--- config.mk ---
export PLATFORM = sky130hd
export DESIGN_NAME = exclusive_node_lock_table
export DESIGN_NICKNAME = d
export VERILOG_FILES = /design/src/rtl/core/elt_pkg.sv /design/src/rtl/core/elt_ram.sv /design/src/rtl/core/elt_front.sv /design/src/rtl/core/elt_back.sv /design/src/rtl/core/exclusive_node_lock_table.sv
export SDC_FILE = /design/constraint.sdc
export NUM_CORES = 2
export LEC_CHECK = 0
export BUFFER_PORTS_ARGS = -buffer_cell sky130_fd_sc_hd__buf_2
export CAP_MARGIN = 5
export CORE_AREA = 2 2 623 625
export DETAILED_ROUTE_END_ITERATION = 16
export DIE_AREA = 0 0 625 627
export HOLD_SLACK_MARGIN = 0.06
export RECOVER_POWER = 50
export SKIP_LAST_GASP = 1
export SYNTH_ARGS = -nofsm -noshare
export SYNTH_HDL_FRONTEND = slang
export SYNTH_HIERARCHICAL = 1
export SYNTH_MEMORY_MAX_BITS = 65536
export SYNTH_SLANG_ARGS = --single-unit
--- constraint.sdc ---
create_clock -name aclk -period 18.5 [get_ports aclk]
set_input_delay 1.85 -clock aclk [delete_from_list [all_inputs] [get_ports aclk]]
set_output_delay 1.85 -clock aclk [all_outputs]
set_load 0.05 [all_outputs]
--- src/rtl/core/elt_pkg.sv ---
// Shared types and constants for the exclusive node lock table.
`default_nettype none

package elt_pkg;

    localparam int NUM_NODES  = 128;
    localparam int NODE_W     = (NUM_NODES > 1) ? $clog2(NUM_NODES) : 1;
    localparam int CLIENT_W   = 32;
    localparam int NODE_ID_W  = 7;
    localparam int REQ_W      = 2;
    localparam int QDEPTH     = 2;
    localparam int QPTR_W     = $clog2(QDEPTH);
    localparam int QCNT_W     = $clog2(QDEPTH + 1);
    localparam int S_TDATA_W  = 48;
    localparam int M_TDATA_W  = 48;

    localparam logic [REQ_W-1:0] REQ_QUERY      = 2'd0;
    localparam logic [REQ_W-1:0] REQ_ACQUIRE    = 2'd1;
    localparam logic [REQ_W-1:0] REQ_REL_NODE   = 2'd2;
    localparam logic [REQ_W-1:0] REQ_REL_CLIENT = 2'd3;

    typedef struct packed {
        logic [REQ_W-1:0]    req_type;
        logic [NODE_W-1:0]   node_idx;
        logic                node_ok;
        logic [CLIENT_W-1:0] client_id;
    } req_t;

    typedef enum logic [3:0] {
        ST_IDLE = 4'b0001,
        ST_SCAN = 4'b0010,
        ST_WAIT = 4'b0100,
        ST_EXEC = 4'b1000
    } back_state_t;

endpackage

`default_nettype wire

--- src/rtl/core/elt_ram.sv ---
// Generic single-port RAM with registered read data.
`default_nettype none

module elt_ram #(
    parameter int WIDTH = 32,
    parameter int DEPTH = 128
) (
    input  wire logic                     aclk,
    input  wire logic                     we,
    input  wire logic [$clog2(DEPTH)-1:0] addr,
    input  wire logic [WIDTH-1:0]         wdata,
    output logic      [WIDTH-1:0]         rdata
);

    logic [WIDTH-1:0] mem [DEPTH];

    always_ff @(posedge aclk) begin
        if (we) begin
            mem[addr] <= wdata;
        end
        rdata <= mem[addr];
    end

endmodule

`default_nettype wire

--- src/rtl/core/elt_front.sv ---
// Front end: accepts request beats, classifies them and queues them for the back end.
`default_nettype none

module elt_front (
    input  wire logic                                aclk,
    input  wire logic                                aresetn,
    input  wire logic                                s_tvalid,
    output logic                                     s_tready,
    input  wire logic [elt_pkg::S_TDATA_W-1:0]       s_tdata,
    output logic                                     q_valid,
    input  wire logic                                q_ready,
    output elt_pkg::req_t                            q_data
);

    import elt_pkg::*;

    req_t              q_mem [QDEPTH];
    logic [QPTR_W-1:0] wr_ptr_reg, wr_ptr_next;
    logic [QPTR_W-1:0] rd_ptr_reg, rd_ptr_next;
    logic [QCNT_W-1:0] cnt_reg, cnt_next;
    req_t              in_req;
    logic [NODE_ID_W-1:0] node_id;
    logic              push, pop;

    assign node_id = s_tdata[2 +: NODE_ID_W];

    always_comb begin
        in_req.req_type  = s_tdata[0 +: REQ_W];
        in_req.node_idx  = NODE_W'(node_id);
        in_req.node_ok   = (9'(node_id) < 9'(NUM_NODES));
        in_req.client_id = s_tdata[2 + NODE_ID_W +: CLIENT_W];
    end

    assign s_tready = (cnt_reg != QCNT_W'(QDEPTH));
    assign q_valid  = (cnt_reg != '0);
    assign q_data   = q_mem[rd_ptr_reg];
    assign push     = s_tvalid && s_tready;
    assign pop      = q_valid && q_ready;

    always_comb begin
        wr_ptr_next = push ? wr_ptr_reg + 1'b1 : wr_ptr_reg;
        rd_ptr_next = pop ? rd_ptr_reg + 1'b1 : rd_ptr_reg;
        cnt_next    = cnt_reg;
        if (push && !pop) begin
            cnt_next = cnt_reg + 1'b1;
        end else if (pop && !push) begin
            cnt_next = cnt_reg - 1'b1;
        end
    end

    always_ff @(posedge aclk) begin
        if (!aresetn) begin
            wr_ptr_reg <= '0;
            rd_ptr_reg <= '0;
            cnt_reg    <= '0;
        end else begin
            wr_ptr_reg <= wr_ptr_next;
            rd_ptr_reg <= rd_ptr_next;
            cnt_reg    <= cnt_next;
        end
    end

    always_ff @(posedge aclk) begin
        if (push) begin
            q_mem[wr_ptr_reg] <= in_req;
        end
    end

endmodule

`default_nettype wire

--- src/rtl/core/elt_back.sv ---
// Back end: scans the owner table for the client, applies the request and registers the result.
`default_nettype none

module elt_back (
    input  wire logic                          aclk,
    input  wire logic                          aresetn,
    input  wire logic                          q_valid,
    output logic                               q_ready,
    input  wire elt_pkg::req_t                 q_data,
    output logic                               m_tvalid,
    input  wire logic                          m_tready,
    output logic [elt_pkg::M_TDATA_W-1:0]      m_tdata
);

    import elt_pkg::*;

    back_state_t          state_reg, state_next;
    req_t                 cur_reg, cur_next;
    logic [NODE_W-1:0]    scan_idx_reg, scan_idx_next;
    logic                 cmp_vld_reg, cmp_vld_next;
    logic [NODE_W-1:0]    cmp_idx_reg, cmp_idx_next;
    logic                 found_reg, found_next;
    logic [NODE_W-1:0]    fidx_reg, fidx_next;
    logic [CLIENT_W-1:0]  nowner_reg, nowner_next;
    logic [NUM_NODES-1:0] valid_reg, valid_next;
    logic                 out_vld_reg, out_vld_next;
    logic [M_TDATA_W-1:0] out_data_reg, out_data_next;

    logic                 ram_we;
    logic [NODE_W-1:0]    ram_addr;
    logic [CLIENT_W-1:0]  ram_rdata;

    logic                 nvalid, acq_ok, granted, locked, has;
    logic [CLIENT_W-1:0]  holder, holder_out;
    logic [NODE_W-1:0]    cn, cn_out;

    elt_ram #(
        .WIDTH (CLIENT_W),
        .DEPTH (NUM_NODES)
    ) u_owner_ram (
        .aclk  (aclk),
        .we    (ram_we),
        .addr  (ram_addr),
        .wdata (cur_reg.client_id),
        .rdata (ram_rdata)
    );

    assign m_tvalid = out_vld_reg;
    assign m_tdata  = out_data_reg;

    always_comb begin
        nvalid     = cur_reg.node_ok && valid_reg[cur_reg.node_idx];
        acq_ok     = cur_reg.node_ok && !(nvalid && (nowner_reg != cur_reg.client_id));
        granted    = 1'b0;
        locked     = nvalid;
        holder     = nowner_reg;
        has        = found_reg;
        cn         = fidx_reg;
        valid_next = valid_reg;
        unique case (cur_reg.req_type)
            REQ_QUERY: begin
            end
            REQ_ACQUIRE: begin
                if (acq_ok) begin
                    if (found_reg) begin
                        valid_next[fidx_reg] = 1'b0;
                    end
                    valid_next[cur_reg.node_idx] = 1'b1;
                    granted = 1'b1;
                    locked  = 1'b1;
                    holder  = cur_reg.client_id;
                    has     = 1'b1;
                    cn      = cur_reg.node_idx;
                end
            end
            REQ_REL_NODE: begin
                if (cur_reg.node_ok) begin
                    valid_next[cur_reg.node_idx] = 1'b0;
                end
                locked = 1'b0;
                has    = found_reg && !(cur_reg.node_ok && (fidx_reg == cur_reg.node_idx));
            end
            REQ_REL_CLIENT: begin
                if (found_reg) begin
                    valid_next[fidx_reg] = 1'b0;
                end
                locked = nvalid && !(found_reg && (fidx_reg == cur_reg.node_idx));
                has    = 1'b0;
            end
            default: begin
            end
        endcase
        holder_out = locked ? holder : '0;
        cn_out     = has ? cn : '0;
    end

    always_comb begin
        state_next    = state_reg;
        cur_next      = cur_reg;
        scan_idx_next = scan_idx_reg;
        cmp_vld_next  = 1'b0;
        cmp_idx_next  = cmp_idx_reg;
        found_next    = found_reg;
        fidx_next     = fidx_reg;
        nowner_next   = nowner_reg;
        out_vld_next  = out_vld_reg && !m_tready;
        out_data_next = out_data_reg;
        q_ready       = 1'b0;
        ram_we        = 1'b0;
        ram_addr      = scan_idx_reg;

        if (cmp_vld_reg) begin
            if (valid_reg[cmp_idx_reg] && (ram_rdata == cur_reg.client_id) && !found_reg) begin
                found_next = 1'b1;
                fidx_next  = cmp_idx_reg;
            end
            if (cmp_idx_reg == cur_reg.node_idx) begin
                nowner_next = ram_rdata;
            end
        end

        unique case (state_reg)
            ST_IDLE: begin
                q_ready = 1'b1;
                if (q_valid) begin
                    cur_next      = q_data;
                    found_next    = 1'b0;
                    fidx_next     = '0;
                    nowner_next   = '0;
                    scan_idx_next = '0;
                    state_next    = ST_SCAN;
                end
            end
            ST_SCAN: begin
                cmp_vld_next = 1'b1;
                cmp_idx_next = scan_idx_reg;
                if (scan_idx_reg == NODE_W'(NUM_NODES - 1)) begin
                    state_next = ST_WAIT;
                end else begin
                    scan_idx_next = scan_idx_reg + 1'b1;
                end
            end
            ST_WAIT: begin
                state_next = ST_EXEC;
            end
            ST_EXEC: begin
                if (!out_vld_reg || m_tready) begin
                    ram_addr     = cur_reg.node_idx;
                    ram_we       = (cur_reg.req_type == REQ_ACQUIRE) && acq_ok;
                    out_vld_next = 1'b1;
                    out_data_next = {5'd0, NODE_ID_W'(cn_out), has,
                                     locked && (holder == cur_reg.client_id),
                                     holder_out, locked, granted};
                    state_next   = ST_IDLE;
                end
            end
            default: begin
                state_next = ST_IDLE;
            end
        endcase
    end

    always_ff @(posedge aclk) begin
        if (!aresetn) begin
            state_reg   <= ST_IDLE;
            cmp_vld_reg <= 1'b0;
            valid_reg   <= '0;
            out_vld_reg <= 1'b0;
        end else begin
            state_reg   <= state_next;
            cmp_vld_reg <= cmp_vld_next;
            if (state_reg == ST_EXEC && (!out_vld_reg || m_tready)) begin
                valid_reg <= valid_next;
            end
            out_vld_reg <= out_vld_next;
        end
    end

    always_ff @(posedge aclk) begin
        cur_reg      <= cur_next;
        scan_idx_reg <= scan_idx_next;
        cmp_idx_reg  <= cmp_idx_next;
        found_reg    <= found_next;
        fidx_reg     <= fidx_next;
        nowner_reg   <= nowner_next;
        out_data_reg <= out_data_next;
    end

endmodule

`default_nettype wire

--- src/rtl/core/exclusive_node_lock_table.sv ---
// Top level of the exclusive node lock table.
// Flow: an accepted request beat is queued, then the back end scans the owner RAM, one entry per
// cycle, and registers the result on m_tvalid once the output stage is free.
// Requests are taken one at a time, each after the last result is registered; two requests queue ahead of the scan.
// Reset: aresetn clears all lock valid bits, the queue and the output stage.
`default_nettype none

module exclusive_node_lock_table (
    input  wire logic                              aclk,
    input  wire logic                              aresetn,
    input  wire logic                              s_tvalid,
    output logic                                   s_tready,
    // req_type[1:0], node_id[8:2], client_id[40:9], zero fill above
    input  wire logic [elt_pkg::S_TDATA_W-1:0]     s_tdata,
    output logic                                   m_tvalid,
    input  wire logic                              m_tready,
    // granted[0], node_locked[1], node_holder[33:2], locked_by_this_client[34],
    // client_has_lock[35], client_node[42:36], zero fill above
    output logic [elt_pkg::M_TDATA_W-1:0]          m_tdata
);

    import elt_pkg::*;

    logic q_valid;
    logic q_ready;
    req_t q_data;

    elt_front u_front (
        .aclk     (aclk),
        .aresetn  (aresetn),
        .s_tvalid (s_tvalid),
        .s_tready (s_tready),
        .s_tdata  (s_tdata),
        .q_valid  (q_valid),
        .q_ready  (q_ready),
        .q_data   (q_data)
    );

    elt_back u_back (
        .aclk     (aclk),
        .aresetn  (aresetn),
        .q_valid  (q_valid),
        .q_ready  (q_ready),
        .q_data   (q_data),
        .m_tvalid (m_tvalid),
        .m_tready (m_tready),
        .m_tdata  (m_tdata)
    );

endmodule

`default_nettype wire

; ---- Word level (Yosys, flattened, before mapping)
; Memories as Yosys holds them, arrays and structs flattened. A register that Yosys moved wholly into a read port is not among the register bits.
; Cells that the tools add are included.
[word_totals]
ff_bits = 236
ramBits = 4178
inputBits = 52
out_inout_bits = 50
memories = 2
[memory_table]
columns = memory, depth, word_bits, rd, rd_ports_with_merged_regs, write_ports, line_no
row1 = u_back.u_owner_ram.mem, 128, 32, 1, 1, 1, elt_ram.sv:15  ; logic [WIDTH-1:0] mem [DEPTH];
row2 = u_front.q_mem, 2, 41, 1, 1, 1, elt_front.sv:17  ; req_t q_mem [QDEPTH];
[op_classes]
add_sub_neg = 5
magnitude_cmp = 5
eq_ne = 20
mux = 56
bitwise = 5
n_reduce_logical = 37
[ops]
columns = operator, n
row1 = 128-bit two-way mux, 5
row2 = 128-bit case mux with 3 select lines, 1
row3 = 128-bit AND, 2
row4 = 128-bit inverter, 2
row5 = 32-bit two-way mux, 6
row6 = 128-bit OR, 1
row7 = 7-bit two-way mux, 10
row8 = 32-bit equality test, 2
row9 = 32-bit != test, 1
row10 = 7-bit by 8-bit < comparator with 1-bit output (second input constant), 3
row11 = 1-bit two-way mux, 21
row12 = 1-bit logical AND, 19
row13 = 4-bit case mux with 4 select lines, 1
row14 = 1-bit binary-select mux with 7-bit select, 2
row15 = 1-bit demux with 7-bit select, 2
row16 = 7-bit equality test, 2
row17 = 7-bit by 1-bit greater-or-equal comparator with 1-bit output (second input constant), 2
row18 = 7-bit case mux with 2 select lines, 1
row19 = 4-bit two-way mux, 3
row20 = 1-bit zero test, 8
row21 = 2-bit != test (second input constant), 4
row22 = 7-bit by 1-bit adder with 7-bit output (second input constant), 1
row23 = 7-bit equality test (second input constant), 1
row24 = 2-bit by 1-bit != test with 1-bit output (second input constant), 3
row25 = 17 further kinds, 25

; ---- Longest topological paths before layout
[logic_depth]
depth_word = 12
mapped_depth = 17
depth_no_buf = 11

; ---- Cells and area by module
; Netlist, hierarchy kept.
[modules_own_cells]
columns = module, n_inst, cells_per_inst, area_each_um2, seq_area_each_um2
row1 = elt_ram, 1, 8954, 157257.1, 123638.6
row2 = elt_back, 1, 1762, 16030.4, 6456.2
row3 = elt_front, 1, 154, 3203.1, 2562.5

; ---- Least setup slack after synthesis
; OpenSTA, ideal clock, no wires.
[synth_path]
path_kind = in2reg
startpoint = input port m_tready
endpoint = memory u_back.u_owner_ram.mem[72][0], enable pin
setup_ns = 0.502
arrival_ns = 7.353
setup_slack_ns = 10.645
stages = 10
n_path_buf = 2
path_cell_list = nor2b_1 -> nand2b_1 -> inv_1 -> nand2_1 -> nand2_1 -> clkbuf_1 -> nor2b_1 -> clkbuf_1 -> nand3_1 -> nor4_1
[synth_lines]
columns = element, line_no
row1 = from (decl), exclusive_node_lock_table.sv:16  ; input wire logic m_tready,
row2 = 1-bit logical OR, elt_back.sv:147  ; if (!out_vld_reg || m_tready) begin
row3 = 7-bit two-way mux, elt_back.sv:147
row4 = 7-bit two-way mux, elt_back.sv:122  ; unique case (state_reg)
row5 = named net u_back.ram_addr[6], elt_back.sv:30  ; logic [NODE_W-1:0] ram_addr;
row6 = to (decl), elt_ram.sv:15
; The timed path passes the listed nets, and every way through them passes these cells.

; ---- Worst setup path in the final report
[layout_path]
startpoint = register u_back/cur_reg[1] in the netlist's numbering
endpoint = memory u_back.u_owner_ram.mem[106][7], enable pin
[layout_between]
elab_chain_cells = 9
[layout_lines]
columns = element, line_no
row1 = from (decl), elt_back.sv:18  ; req_t cur_reg, cur_next;
row2 = from (signal assigned), elt_back.sv:180  ; cur_reg <= cur_next;
row3 = 32-bit != test, elt_back.sv:53  ; acq_ok = cur_reg.node_ok && !(nvalid && (nowner_reg != cur_reg.client_id));
row4 = 1-bit logical AND, elt_back.sv:53
row5 = 1-bit zero test, elt_back.sv:53
row6 = 1-bit logical AND, elt_back.sv:53
row7 = 1-bit logical AND, elt_back.sv:149  ; ram_we = (cur_reg.req_type == REQ_ACQUIRE) && acq_ok;
row8 = 1-bit two-way mux, elt_back.sv:147
row9 = 1-bit two-way mux, elt_back.sv:122
row10 = named net u_back.ram_we, elt_back.sv:29  ; logic ram_we;
row11 = 1-bit two-way mux, elt_ram.sv:18  ; if (we) begin
row12 = 1-bit two-way mux (implied by the code), elt_ram.sv:19  ; mem[addr] <= wdata;
; The timed path passes the listed nets, and every way through them passes these cells.

==> results.sh <==
export IMPL_status="finished with violations"
export IMPL_violations="capacitance limit, slew limit"
export IMPL_cts_hold_buf=0
export IMPL_final_cell_mix="edfxtp_1, a221oi_1, o21ai_0, a22oi_1, a21oi_1"
export IMPL_yosys_area_share_adder_pct=0.01418
export IMPL_clk_latency_ns=1.03
export IMPL_multi_input_area_mm2=0.04107
export IMPL_antenna_left=0
export IMPL_hold_viol_final=0
export IMPL_worstRegToRegCells=13
export IMPL_grt_util_met3_pct=8.237
export IMPL_drt_first_pass_iters=7
export IMPL_gp_congestion=0.9298
export IMPL_post_cts_buffers=0
export IMPL_avgRoutedWirePerCell_um=38.98
export IMPL_synth_avg_cell_area_um2=16.24
export IMPL_drt_wl_total_mm=640.1
export IMPL_rrSetupSlack_ns=8.12
export IMPL_grt_busiest_layer="met2"
export IMPL_syn_inst=10870
export IMPL_syn2layout_area_growth_pct=12.58
export IMPL_drc=0
export IMPL_drv_cap=65
export IMPL_hold_class="reg2reg"
export IMPL_crit_chain="clkbuf_1 > xnor2_1 > nand4_1 > nor4_1 > nand2_1 > a21boi_2 > buf_4 > nor3_2 > buf_4 > nand2_2 > buf_4 > nor2_4 > buf_4"
export IMPL_nNetsFinal=11000
export IMPL_grt_pass1_wl_mm=872.6
export IMPL_crit_fanout=131
export IMPL_crit_path_end_kind="register"
export IMPL_io_pins=102
export IMPL_p_leak_uw=0.06060
export IMPL_die_h_um=627
export IMPL_grt_overflow=0
export IMPL_synth_compound_area_share_pct=13.39
export IMPL_crit_arrival_ns=10.98
export IMPL_relSlewSlack_pct=-416.3
export IMPL_path_clk_slew_ns=0.06
export IMPL_critPathLaunchType="register"
export IMPL_grt_usage_pct=31.85
export IMPL_drive_above_1_share_pct=15.44
export IMPL_num_vias=114600
export IMPL_syn_area_mm2=0.1765
export IMPL_ir_drop_v=0.0001235
export IMPL_holdWs_ns=0.4929
export IMPL_largest_reg_flops=4096
export IMPL_gr_usage_met1_pct=42.56
export IMPL_synth_mux_area_share_pct=4.648
export IMPL_rows=228
export IMPL_grt_max_degree=132
export IMPL_cp_slowest_stage_delay_ns=5.15
export IMPL_ys_ff_latch=4488
export IMPL_synth_edf_count=4277
export IMPL_cts_sinks=4488
export IMPL_synth_top_family_by_area="compound AO/OA/AOI/OAI gates"
export IMPL_final_max_slew_viol_count=4575
export IMPL_setup_tns_ns=0
export IMPL_worst_path_max_delay_cell="clkbuf_1"
export IMPL_hpwl_mm=366.3
export IMPL_grt_use_met2_pct=47.57
export IMPL_port_buffers=89
export IMPL_timing_final_crit_period_ns=10.38
export IMPL_cpMostUsedCell="buf_4"
export IMPL_seqCellArea_mm2=0.1327
export IMPL_clockBufferDepth=4
export IMPL_critical_path_class="reg2reg"
export IMPL_root_buffer="clkbuf_16"
export IMPL_tightestPinTransition_ns=7.745
export IMPL_fin_skew_ns=0.07667
export IMPL_ys_seq_area_share_pct=75.16
export IMPL_fmax_mhz=96.36
export IMPL_cts_tree="built"
export IMPL_fp_dieArea_mm2=0.3919
export IMPL_yosys_area_share_simple_pct=4.037
export IMPL_cts_buffers=448
export IMPL_drtIter0Drc=19870
export IMPL_start_util_pct=45.86
export IMPL_yosys_warnings=6
export IMPL_synth_flop_cell="edfxtp_1"
export IMPL_rsz0062_at_grt="no"
export IMPL_cts_htree_levels=5
export IMPL_synth_xor_area_share_pct=0.4317
export IMPL_setup_viol=0
export IMPL_coreArea_mm2=0.3848
export IMPL_cts_resized=0
export IMPL_power_per_cell_area_mw_per_mm2=166.2
export IMPL_ys_types=94
export IMPL_antenna_found_initial=60
export IMPL_required_ns=19.10
export IMPL_async_flop_share_pct=0
export IMPL_period_share_pct=56.09
export IMPL_grt_pass1_vias=107700
export IMPL_holdPathStages=2
export IMPL_n_fill_cell=30870
export IMPL_routed_via_density=6.977
export IMPL_chipWidth_um=625
export IMPL_final_common_cell="edfxtp_1"
==> worst max-delay path, delay by kind of cell, from the launching register on <==
kind,cells,cell delay [ns]
DFF,1,0.32
and+or+nand+nor,6,2.19
xor gates and xnor gates,1,0.32
AOI/OAI and AO/OA,1,0.24
buffers and inverters,5,6.82
==> cell usage after synthesis (173+ instances only) <==
cell type / instances / area, um^2
edfxtp_1: 4277 / 128400
dfxtp_1: 211 / 4224
mux2i_1: 173 / 1732
a22oi_1: 472 / 3543
nor2_1: 358 / 1344
o21ai_0: 633 / 3168
mux2_2: 324 / 3649
a21oi_1: 466 / 2332
a221oi_1: 866 / 7585
o221ai_1: 177 / 1550
clkbuf_1: 449 / 1685
nand2_1: 440 / 1652
o22ai_1: 173 / 1082
buf_2: 273 / 1366
==> through the flow <==
stage	util, %	cells	cell area, um^2	power (uW)	worst slack (ns)
floorplan	-	10870	176500	18260	10.64
global placement	47.91	15560	184400	23390	9.634
detailed placement	47.91	15560	184400	23520	9.566
CTS	51.70	16400	199000	32520	10.48
global route	51.62	16400	198600	33660	8.058
finish	51.63	16420	198700	33020	8.123
==> logic make-up after synthesis <==
logic type      after synthesis
flops                      4488
xor+xnor                     87
simple gates               1451
other cells                   2
buf+inv                     937
mux                         623
compound gates             3280
fa+ha+maj                     2
==> final cells by class <==
type                    count  area share [%]
flip-flops and latches   4488           66.77
multi-input cells        5449           20.67
clock buffers             569           6.011
well taps                5060           3.186
repair buffers            544           1.953
clock inverters           268           1.332
inverters                  19         0.04660
diodes                     26         0.03275
==> report_power, final <==
group	internal, uW	total [uW]	leakage (uW)	switching [uW]
Sequential	12400	12700	0.0402	244
Combinational	2700	11200	0.0133	8520
Clock	5190	9120	0.00710	3920
Total	20300	33000	0.0606	12700
==> final timing paths <==
kind	to	from
max	u_back/u_owner_ram/mem[106][7]$_DFFE_PP_	u_back/cur_reg[1]$_DFFE_PP_
min	u_back/valid_reg[41]$_SDFFE_PN0P_	u_back/valid_reg[41]$_SDFFE_PN0P_
max reg2reg	u_back/u_owner_ram/mem[106][7]$_DFFE_PP_	u_back/cur_reg[1]$_DFFE_PP_
min reg2reg	u_back/valid_reg[41]$_SDFFE_PN0P_	u_back/valid_reg[41]$_SDFFE_PN0P_
==> layer usage <==
metal	up-vias	wire (um)
li1	45160	-
met1	58990	229500
met2	8829	280900
met3	1597	86710
met4	14	42950
met5	-	91
Power figures use the tool's default switching activity.
